<file path="config.mk">
export PLATFORM = sky130hd
export DESIGN_NAME = skvt_ram
export DESIGN_NICKNAME = d
export VERILOG_FILES = /design/src/rtl/skvt_ram.sv
export SDC_FILE = /design/constraint.sdc
export NUM_CORES = 1
export LEC_CHECK = 0
export ABC_AREA = 1
export BUFFER_PORTS_ARGS = -buffer_cell sky130_fd_sc_hd__buf_4
export CELL_PAD_IN_SITES_DETAIL_PLACEMENT = 1
export CELL_PAD_IN_SITES_GLOBAL_PLACEMENT = 2
export CORE_ASPECT_RATIO = 0.5
export CORE_UTILIZATION = 44
export CTS_CLUSTER_DIAMETER = 200
export DETAILED_ROUTE_END_ITERATION = 10
export PLACE_DENSITY = 0.85
export SYNTH_ARGS = -nofsm -noshare
export SYNTH_HDL_FRONTEND = slang
export SYNTH_SLANG_ARGS = --single-unit
</file>
<file path="constraint.sdc">
create_clock -name clk -period 2.6 [get_ports clk]
set_clock_uncertainty 0.1 [all_clocks]
set_input_delay 0.26 -clock clk [delete_from_list [all_inputs] [get_ports clk]]
set_output_delay 0.26 -clock clk [all_outputs]
set_load 0.01 [all_outputs]
</file>
<file path="src/rtl/skvt_ram.sv">
// Generic simple dual-port RAM: one write port, one read port, registered read.
// No dependencies.
module skvt_ram #(
  parameter int unsigned WIDTH = 8,
  parameter int unsigned DEPTH = 64,
  localparam int unsigned AW   = (DEPTH > 1) ? $clog2(DEPTH) : 1
) (
  input  logic             clk,
  input  logic             we,
  input  logic [AW-1:0]    waddr,
  input  logic [WIDTH-1:0] wdata,
  input  logic [AW-1:0]    raddr,
  output logic [WIDTH-1:0] rdata
);

  logic [WIDTH-1:0] mem_r [DEPTH];
  logic [WIDTH-1:0] rdata_r;

  always_ff @(posedge clk) begin
    if (we) begin
      mem_r[waddr] <= wdata;
    end
    rdata_r <= mem_r[raddr];
  end

  assign rdata = rdata_r;

endmodule

</file>
Word-level counts from Yosys, hierarchy flattened:

Memory sizes are Yosys's and may differ from the RTL's. A register that Yosys moved wholly into a read port is not among the register bits.
Index checks and enable logic that the tools add are counted.

* bits of input ports: 22
* memories kept: 1
* bits in writable memories: 512
* logic and storage cells: 3
* flip-flop bits (word level): 0
* output and inout bits: 8

Memories
* mem_r: words 64, bits a word 8, rd ports 1, clocked after memory_dff 1, wr ports 1, line 16 `logic [WIDTH-1:0] mem_r [DEPTH];`

* mux-type cells: 2

Operators by type and width (count)
* two-way mux 1 bit: 2

Logic depth before layout (Yosys ltp):

Gate-level depths: netlist (run 1).

* depth after elaboration: 2
* mapped depth: 12
* gate-level depth less buffers: 9

Worst setup path after synthesis (run 1):

OpenSTA, ideal clock, no wires.

* path type: input -> register
* start: input we
* end: memory mem_r[48][0] (enable)
* cell stages on the path: 3
* path slack: 0.474 ns
* buffers on the path: 1
* required time: 2.105 ns
* data arrival time: 1.631 ns
* library setup time: 0.395 ns
* cells stage by stage: clkbuf_1 > nand4_1 > nor4_1

* cells in the longest elaborated chain, start to end: 2

Ends and longest elaborated chain
* start: declaration: line 9 `input logic we,`
* two-way mux 1 bit: line 20 `if (we) begin`
* two-way mux 1 bit (not written as such): line 21 `mem_r[waddr] <= wdata;`
* end: declaration: line 16

No other way between the ends.

Worst setup path in the final report (run 1):

* start: input waddr[3]
* end: memory mem_r[20][6] (enable)

RTL lines
* start: declaration: line 10 `input logic [AW-1:0] waddr,`

Straight into the memory's write port.

==> metrics.md, run 1 <==
| Metric | Value |
|---|---|
| Status | `complete, no violations` |
| Highest cell delay on the worst timing path | `500 ps` |
| WL/cell | `24.3 microns` |
| Metal2 WL | `28900 microns` |
| Synthesized flop and latch total | `520` |
| Area grow syn2layout | `13.1%` |
| Die Width | `313 microns` |
| Unrepaired setup endpoints after global routing | `false` |
| Post-Syn Instances | `1805` |
| Buffers on Ports | `29` |
| Vias/cell | `5.62` |
| Antenna Cells | `0` |
| Clk_lat worst skew | `570 ps` |
| Final setup violation count | `0` |
| GRT Total Usage | `0.254` |
| First-pass GRT wire length | `93200 microns` |
| Hold Fails Final Rpt | `0` |
| Post-CTS setup buffers | `0` |
| Crit. End Element | `flip-flop` |
| Achievable frequency | `624 MHz` |
| DRT iter0 DRCs | `1642` |
| Yosys warns | `0` |
| Met3 WL | `between 3000 and 4000 microns` |
| Slew headroom | `0.410` |
| 1st-pass router iterations | `5` |
| DRC | `0` |
| Synth cell types | `16` |
| Top layer in use | `met5` |
| Setup TNS | `0 ps` |
| Clock Sinks | `520` |
| Inst Count DP | `approximately 2.5k` |
| Met1 WL | `28500 microns` |
| Worst path top cell family by delay | `simple AND/OR/NAND/NOR gates` |
| Worst Path Arrival | `between 1500 and 2000 ps` |
| Final WL | `slightly above 60000 microns` |
| Synth area leaders | `edfxtp_1 (72%), nand2_1 (11%), nand3_1 (10%)` |
| Lkg Pwr | `just under 9 nW` |
| CTS root buf | `clkbuf_16` |
| Fin crit period | `between 1500 and 2000 ps` |
| CP max stage cell | `nor2_1` |
| Max Cap Viol | `0` |
| GP Congestion | `0.825` |
| CORE AREA | `about 47000 sq um` |
| CTS tree | `built` |
| # IOs | `30` |
| Htree depth | `2` |
| Max clock buf depth | `3` |
| Nets | `1912` |
| CTS clk-pin slew, worst paths | `60 ps` |
| FP Rows | `56` |
| Share of the synthesized area in the top cell type | `0.720` |
| Avg Inst Size Synth | `around 12 sq um` |
| Yosys top cell by area | `edfxtp_1` |
| Vias in the first global route | `14.8k` |
| Worst path bufs/invs | `3` |
| Detailed Place HPWL | `38200 microns` |
| Largest net degree at the start of global routing | `93` |
| HP Class | `in2reg` |
| Tcrit/Tclk final | `0.617` |
| Nature of the critical path startpoint | `input pin` |
| Mapped Area | `21300 sq um` |
| Post-Syn Nets | `1827` |
| Power per Cell Area | `714 nW/um^2` |
| Layout cells sized above 1 | `0.112` |
| VDD IR max | `roughly 0.45 mV` |
| Cells along the critical path | `buf_4 > inv_1 > nand3_1 > nor2_1 > buf_4` |
| Die extent in y | `around 160 microns` |
| CP Max Fanout | `8` |
| Max-slew violation count | `0` |
| Initial antenna violation count | `1` |
| Critical path class | `in2reg` |
| Non-Filler Instances | `2565` |
| Required time of the critical path | `2770 ps` |
| CTS buffer count | `48` |
| Via count | `between 10k and 15k` |
| Final ANT Viol Nets | `0` |
| Total grt overflow | `0` |
| Seq/Total Area, Yosys | `0.728` |
| Worst Max-Slew Pin Slew | `885 ps` |
| Most used cell, CP | `buf_4` |
| Die ar. | `roughly 50000 sq um` |
| Starting Density | `0.451` |
[cell type report]
class	instances	area (sq um)
Tap cell	638	798
Sequential cell	520	15500
Clock inverter	27	185
Inverter	12	55.1
Clock buffer	60	1270
Fill cell	5017	23200
Timing Repair Buffer	148	1350
Multi-Input combinational cell	1160	4960
[through the flow]
step / hold slack, ps / cell area [sq um] / util / setup WS [ps] / power [W]
after CTS: 26.3 / 24100 / 0.510 / 1030 / 0.0173
final: 46.5 / 24100 / 0.510 / 997 / 0.0172
after global routing: 36.8 / 24100 / 0.510 / 899 / 0.0177
after global placement: 471 / 22700 / 0.479 / 439 / 0.0107
after detailed placement: 467 / 22700 / 0.479 / 451 / 0.0107
after floorplan: 259 / 21300 / - / 474 / 0.0101
[cells in the final DEF, fill, tap and decap left out, types with 6 or more instances in the layout]
master	instances
buf_12	18
buf_4	128
clkbuf_1	11
clkbuf_16	49
clkinv_1	13
clkinv_2	7
dfxtp_1	8
edfxtp_1	512
inv_1	9
nand2_1	648
nand3_1	439
nand4_1	9
nor2_1	56
nor4_1	6
[cell usage after synthesis]
| cell type | number |
|---|---|
| nor2_1 | 56 |
| nand2_1 | 648 |
| nor4_1 | 8 |
| edfxtp_1 | 512 |
| buf_6 | 35 |
| nand4_1 | 9 |
| nand3_1 | 439 |
| buf_1 | 10 |
| inv_6 | 1 |
| dfxtp_1 | 8 |
| buf_4 | 14 |
| inv_2 | 1 |
| inv_1 | 10 |
| clkbuf_1 | 15 |
| buf_2 | 37 |
| buf_8 | 2 |
[repair_timing]
item                                   4_1_cts  5_1_grt
endpoints found under the hold margin        8        0
gates resized for setup                      0        0
hold buffers                                 1        0
[worst register-to-register path: cells and delay by family (launching register included)]
| kind | cells | cell delay, ps |
|---|---|---|
| AND/OR/NAND/NOR | 8 | 910 |
| flip-flops | 1 | 360 |
[power by group]
group | leakage, nW | internal [W] | switching, W
clock | 0.706 | 0.00366 | 0.00306
sequential | 4.67 | 0.00927 | 0.0000273
combinational | 3.41 | 0.000328 | 0.000897
[cells by family after synthesis]
family / Yosys count / share of synthesized area
buffers and inverters: 125 / 0.0402
flip-flops: 520 / 0.728
AND/OR/NAND/NOR: 1160 / 0.232
[flip-flops by register name, summed over array words and instances, names as in the netlist]
| register | cells |
|---|---|
| mem_r | 512 |
| rdata | 8 |
[metal layers]
metal,global-route usage,vias to the layer above
li1,-,6510
met1,0.377,7381
met2,0.408,437
met3,0.0341,75
met4,0.0425,2
met5,0,-
[worst paths after layout]
| kind | start | to | slack [ps] | cells past startpoint |
|---|---|---|---|---|
| worst max-delay path | waddr[3] | mem_r[20][6] | 1000 | 5 |
| worst min-delay path | wdata[4] | mem_r[39][4] | 50 | 1 |
| worst max register to register | mem_r[49][4] | rdata[4] | 1140 | 8 |
| worst min register to register | mem_r[28][3] | rdata[3] | 740 | 8 |
(Power assumes the default switching activity.)
==> run 2, diff against run 1 <==
--- a/config.mk
+++ b/config.mk
@@ -10,10 +10,10 @@
 export CELL_PAD_IN_SITES_DETAIL_PLACEMENT = 1
 export CELL_PAD_IN_SITES_GLOBAL_PLACEMENT = 2
 export CORE_ASPECT_RATIO = 0.5
-export CORE_UTILIZATION = 44
+export CORE_UTILIZATION = 39
 export CTS_CLUSTER_DIAMETER = 200
 export DETAILED_ROUTE_END_ITERATION = 10
-export PLACE_DENSITY = 0.85
+export PLACE_DENSITY = 0.8
 export SYNTH_ARGS = -nofsm -noshare
 export SYNTH_HDL_FRONTEND = slang
 export SYNTH_SLANG_ARGS = --single-unit
==> constraint.sdc (replaced) <==
create_clock -name clk -period 1.4 [get_ports clk]
set_clock_uncertainty 0.1 [all_clocks]
set_input_delay 0.14 -clock clk [delete_from_list [all_inputs] [get_ports clk]]
set_output_delay 0.14 -clock clk [all_outputs]
set_load 0.01 [all_outputs]
==> run 2 against run 1 <==
  * The flow now finishes with violations (negative hold slack)
  * Non-clock buffer count up 33
  * Global-route usage down 3.0 points
  * Critical endpoint is now rdata[6]
  * Largest cell class unchanged
  * Largest power group unchanged
  * Register-to-register slack worse by 1100 ps
  * Sequential cell count unchanged
  * Die area increased by 13%
  * Sequential power grew 86%
  * Power up 90%
  * First-iteration DRC count fell by 25%
==> metrics.md, run 2 (same netlist as run 1, synthesis figures left out) <==
| Metric | Value |
|---|---|
| CTS clk-pin slew, worst paths | `70 ps (about the same)` |
| Seq pwr share | `0.526 (-0.013)` |
| Initial antenna violation count | `0 (-1)` |
| NetSw | `0.00759 W (+90%)` |
| Slew headroom | `0.410 (+0.000457)` |
| HP Class | `in2reg` |
| Unrepaired setup endpoints after global routing | `true` |
| VDD IR max | `0.991 mV (+120%)` |
| Total grt overflow | `0 (unchanged)` |
| GRT Total Usage | `0.224 (-0.0304)` |
| Crit Reg-Reg Startpoint | `mem_r[18][7]` |
| Commonest non-fill, non-tap cells in the layout | `nand2_1 (625), edfxtp_1 (512), nand3_1 (413)` |
| Worst Max-Slew Pin Slew | `884 ps (-0.685 ps)` |
| Achievable frequency | `721 MHz` |
| Nature of the critical path startpoint | `flip-flop` |
| Starting Density | `0.396 (-0.0546)` |
| Hold wc startpoint | `raddr[5]` |
| Nets | `1946 (+1.8%)` |
| CP Max Fanout | `1 (-7)` |
| Net Sw Frac | `0.231 (about the same)` |
| Via count | `14.4k (+0.26%)` |
| Power per Cell Area | `1280 nW/um^2 (+80%)` |
| Layout cells sized above 1 | `0.175 (+0.0630)` |
| Clock share of power | `0.396 (+0.006)` |
| Clk_lat worst skew | `580 ps (about the same)` |
| Final ANT Viol Nets | `0 (unchanged)` |
| Tcrit/Tclk final | `0.991` |
| # IOs | `30 (unchanged)` |
| Detailed Place HPWL | `38500 microns (+0.79%)` |
| Non-Filler Instances | `2678 (+4.4%)` |
| 1st-pass router iterations | `5 (unchanged)` |
| Worst path bufs/invs | `1 (-2)` |
| Crit. End Element | `output pin` |
| CTS buffer count | `49 (+2.1%)` |
| Failing checks | `negative hold slack` |
| CTS root buf | `clkbuf_16` |
| Final WL | `61900 microns (-0.56%)` |
| Most common cell after layout, fill and taps aside | `nand2_1` |
| WL/cell | `23.1 microns (-4.8%)` |
| Worst path top cell family by delay | `flip-flops` |
| Critical path class | `reg2out` |
| Final core utilization | `0.474 (-0.0355)` |
| DRT iter0 DRCs | `1239 (-25%)` |
| Worst hold margin | `-191 ps (-238 ps)` |
| Fin area | `25600 sq um (+5.9%)` |
| GP Congestion | `0.813 (-1.4%)` |
| Hold Crit Endpoint | `rdata[2]` |
| Clock Sinks | `520 (unchanged)` |
| Htree depth | `2 (unchanged)` |
| Worst Reg-to-Reg Cells | `8 (unchanged)` |
| Cells along the critical path | `buf_4` |
| CORE AREA | `53900 sq um (+14%)` |
| Die extent in y | `167 microns (+6.1%)` |
| Pwr Total | `0.0328 W (+90%)` |
| Max reg flops | `512 (unchanged)` |
| Most flop-heavy register | `mem_r` |
| Highest cell delay on the worst timing path | `410 ps (-90 ps)` |
| Fin crit period | `1390 ps` |
| Combinational share of power | `0.078 (+0.007)` |
| Buffers on Ports | `29 (unchanged)` |
| Required time of the critical path | `1160 ps (-1610 ps)` |
| FP Rows | `60 (+7.1%)` |
| Max-slew violation count | `0 (unchanged)` |
| Post-CTS setup buffers | `0 (unchanged)` |
| Lkg Pwr | `9.20 nW (+4.6%)` |
| Status | `finished with violations` |
| CP max stage cell | `dfxtp_1` |
| CTS tree | `built` |
| Worst Path Arrival | `1150 ps (-620 ps)` |
| Placed standard-cell area | `23900 sq um (+5.2%)` |
| Pint | `0.0252 W (+90%)` |
| First-pass GRT wire length | `93900 microns (+0.80%)` |
| Final setup violation count | `0 (unchanged)` |
| Flop2flop setup slack | `30 ps (-1110 ps)` |
| Max clock buf depth | `3 (unchanged)` |
| Vias in the first global route | `15.0k (+1.4%)` |
| Max Cap Viol | `0 (unchanged)` |
| Die ar. | `55700 sq um (+13%)` |
| Area grow syn2layout | `19.8%` |
| R2R Path End | `rdata[7]` |
| DRC | `0 (unchanged)` |
| Antenna Cells | `0 (unchanged)` |
| Die Width | `333 microns (+6.2%)` |
| Hold Fails Final Rpt | `8 (+8)` |
| Inst Count DP | `2586 (+4.4%)` |
| Vias/cell | `5.39 (-4.0%)` |
| Largest net degree at the start of global routing | `65 (-30%)` |
| Hold Path Depth | `3 (+2)` |
run 2: changes by cell type in the layout (fill, tap and decap cells not counted), moves of 7 or more:
cell      before  now
nor2_1        56   22
nand2_1      648  625
nand3_2        0   26
buf_12        18   60
nand2_2        0   23
nor2_4         0   27
nand3_1      439  413
nor2_2         0    7
clkbuf_1      11   22
clkinv_1      13    5
buf_4        128  120
run 2: layout make-up:
type,count,area [sq um]
clock buffer,75,1390
clock inverter,17,136
fill,5589,28300
inverter,12,73.8
multi-input combinational,1160,5420
sequential,520,15500
tap,713,892
timing repair buffer,181,2120
run 2: through the flow:
step                worst slack, ps  TNS [ps]  hold WS (ps)
CTS                           -6.61     -6.61          -222
finish                         13.2         0          -191
global placement               -381    -27220           377
global route                  -18.3     -47.1          -197
floorplan                      -393   -129260           139
detailed placement             -379    -31950           383
run 2: metal layers:
metal	wire length, microns	global-route usage	part of all wire	vias up
li1	-	-	-	6597
met1	29000	0.325	0.47	7420
met2	28400	0.356	0.46	344
met3	3170	0.0347	0.051	82
met4	1300	0.0521	0.021	0
met5	0	0	0	-
run 2: what timing repair did:
item	CTS	global route
endpoints found under the hold margin	8	8
pin swaps	0	4
endpoints found under the setup margin	4	8
resized for setup	5	42
run 2: power groups by stage:
stage	Clock, W	Combinational [W]	Sequential (W)
final	0.0130	0.00257	0.0173
after global routing	0.0137	0.00278	0.0173
after CTS	0.0132	0.00254	0.0173
after detailed placement	0	0.00252	0.0176
after global placement	0	0.00247	0.0176
after floorplan	0	0.00129	0.0176
run 2: worst max-delay path by stage:
stage | start | to | slack, ps | cells after the start
2_1_floorplan | we | mem_r[48][0] | -390 | 3
3_3_place_gp | raddr[1] | rdata[7] | -380 | 11
3_5_place_dp | raddr[1] | rdata[7] | -380 | 11
4_1_cts | mem_r[9][7] | rdata[7] | -7 | 8
5_1_grt | mem_r[17][3] | rdata[3] | -20 | 8
6_report | rdata[6] | rdata[6] | 10 | 1
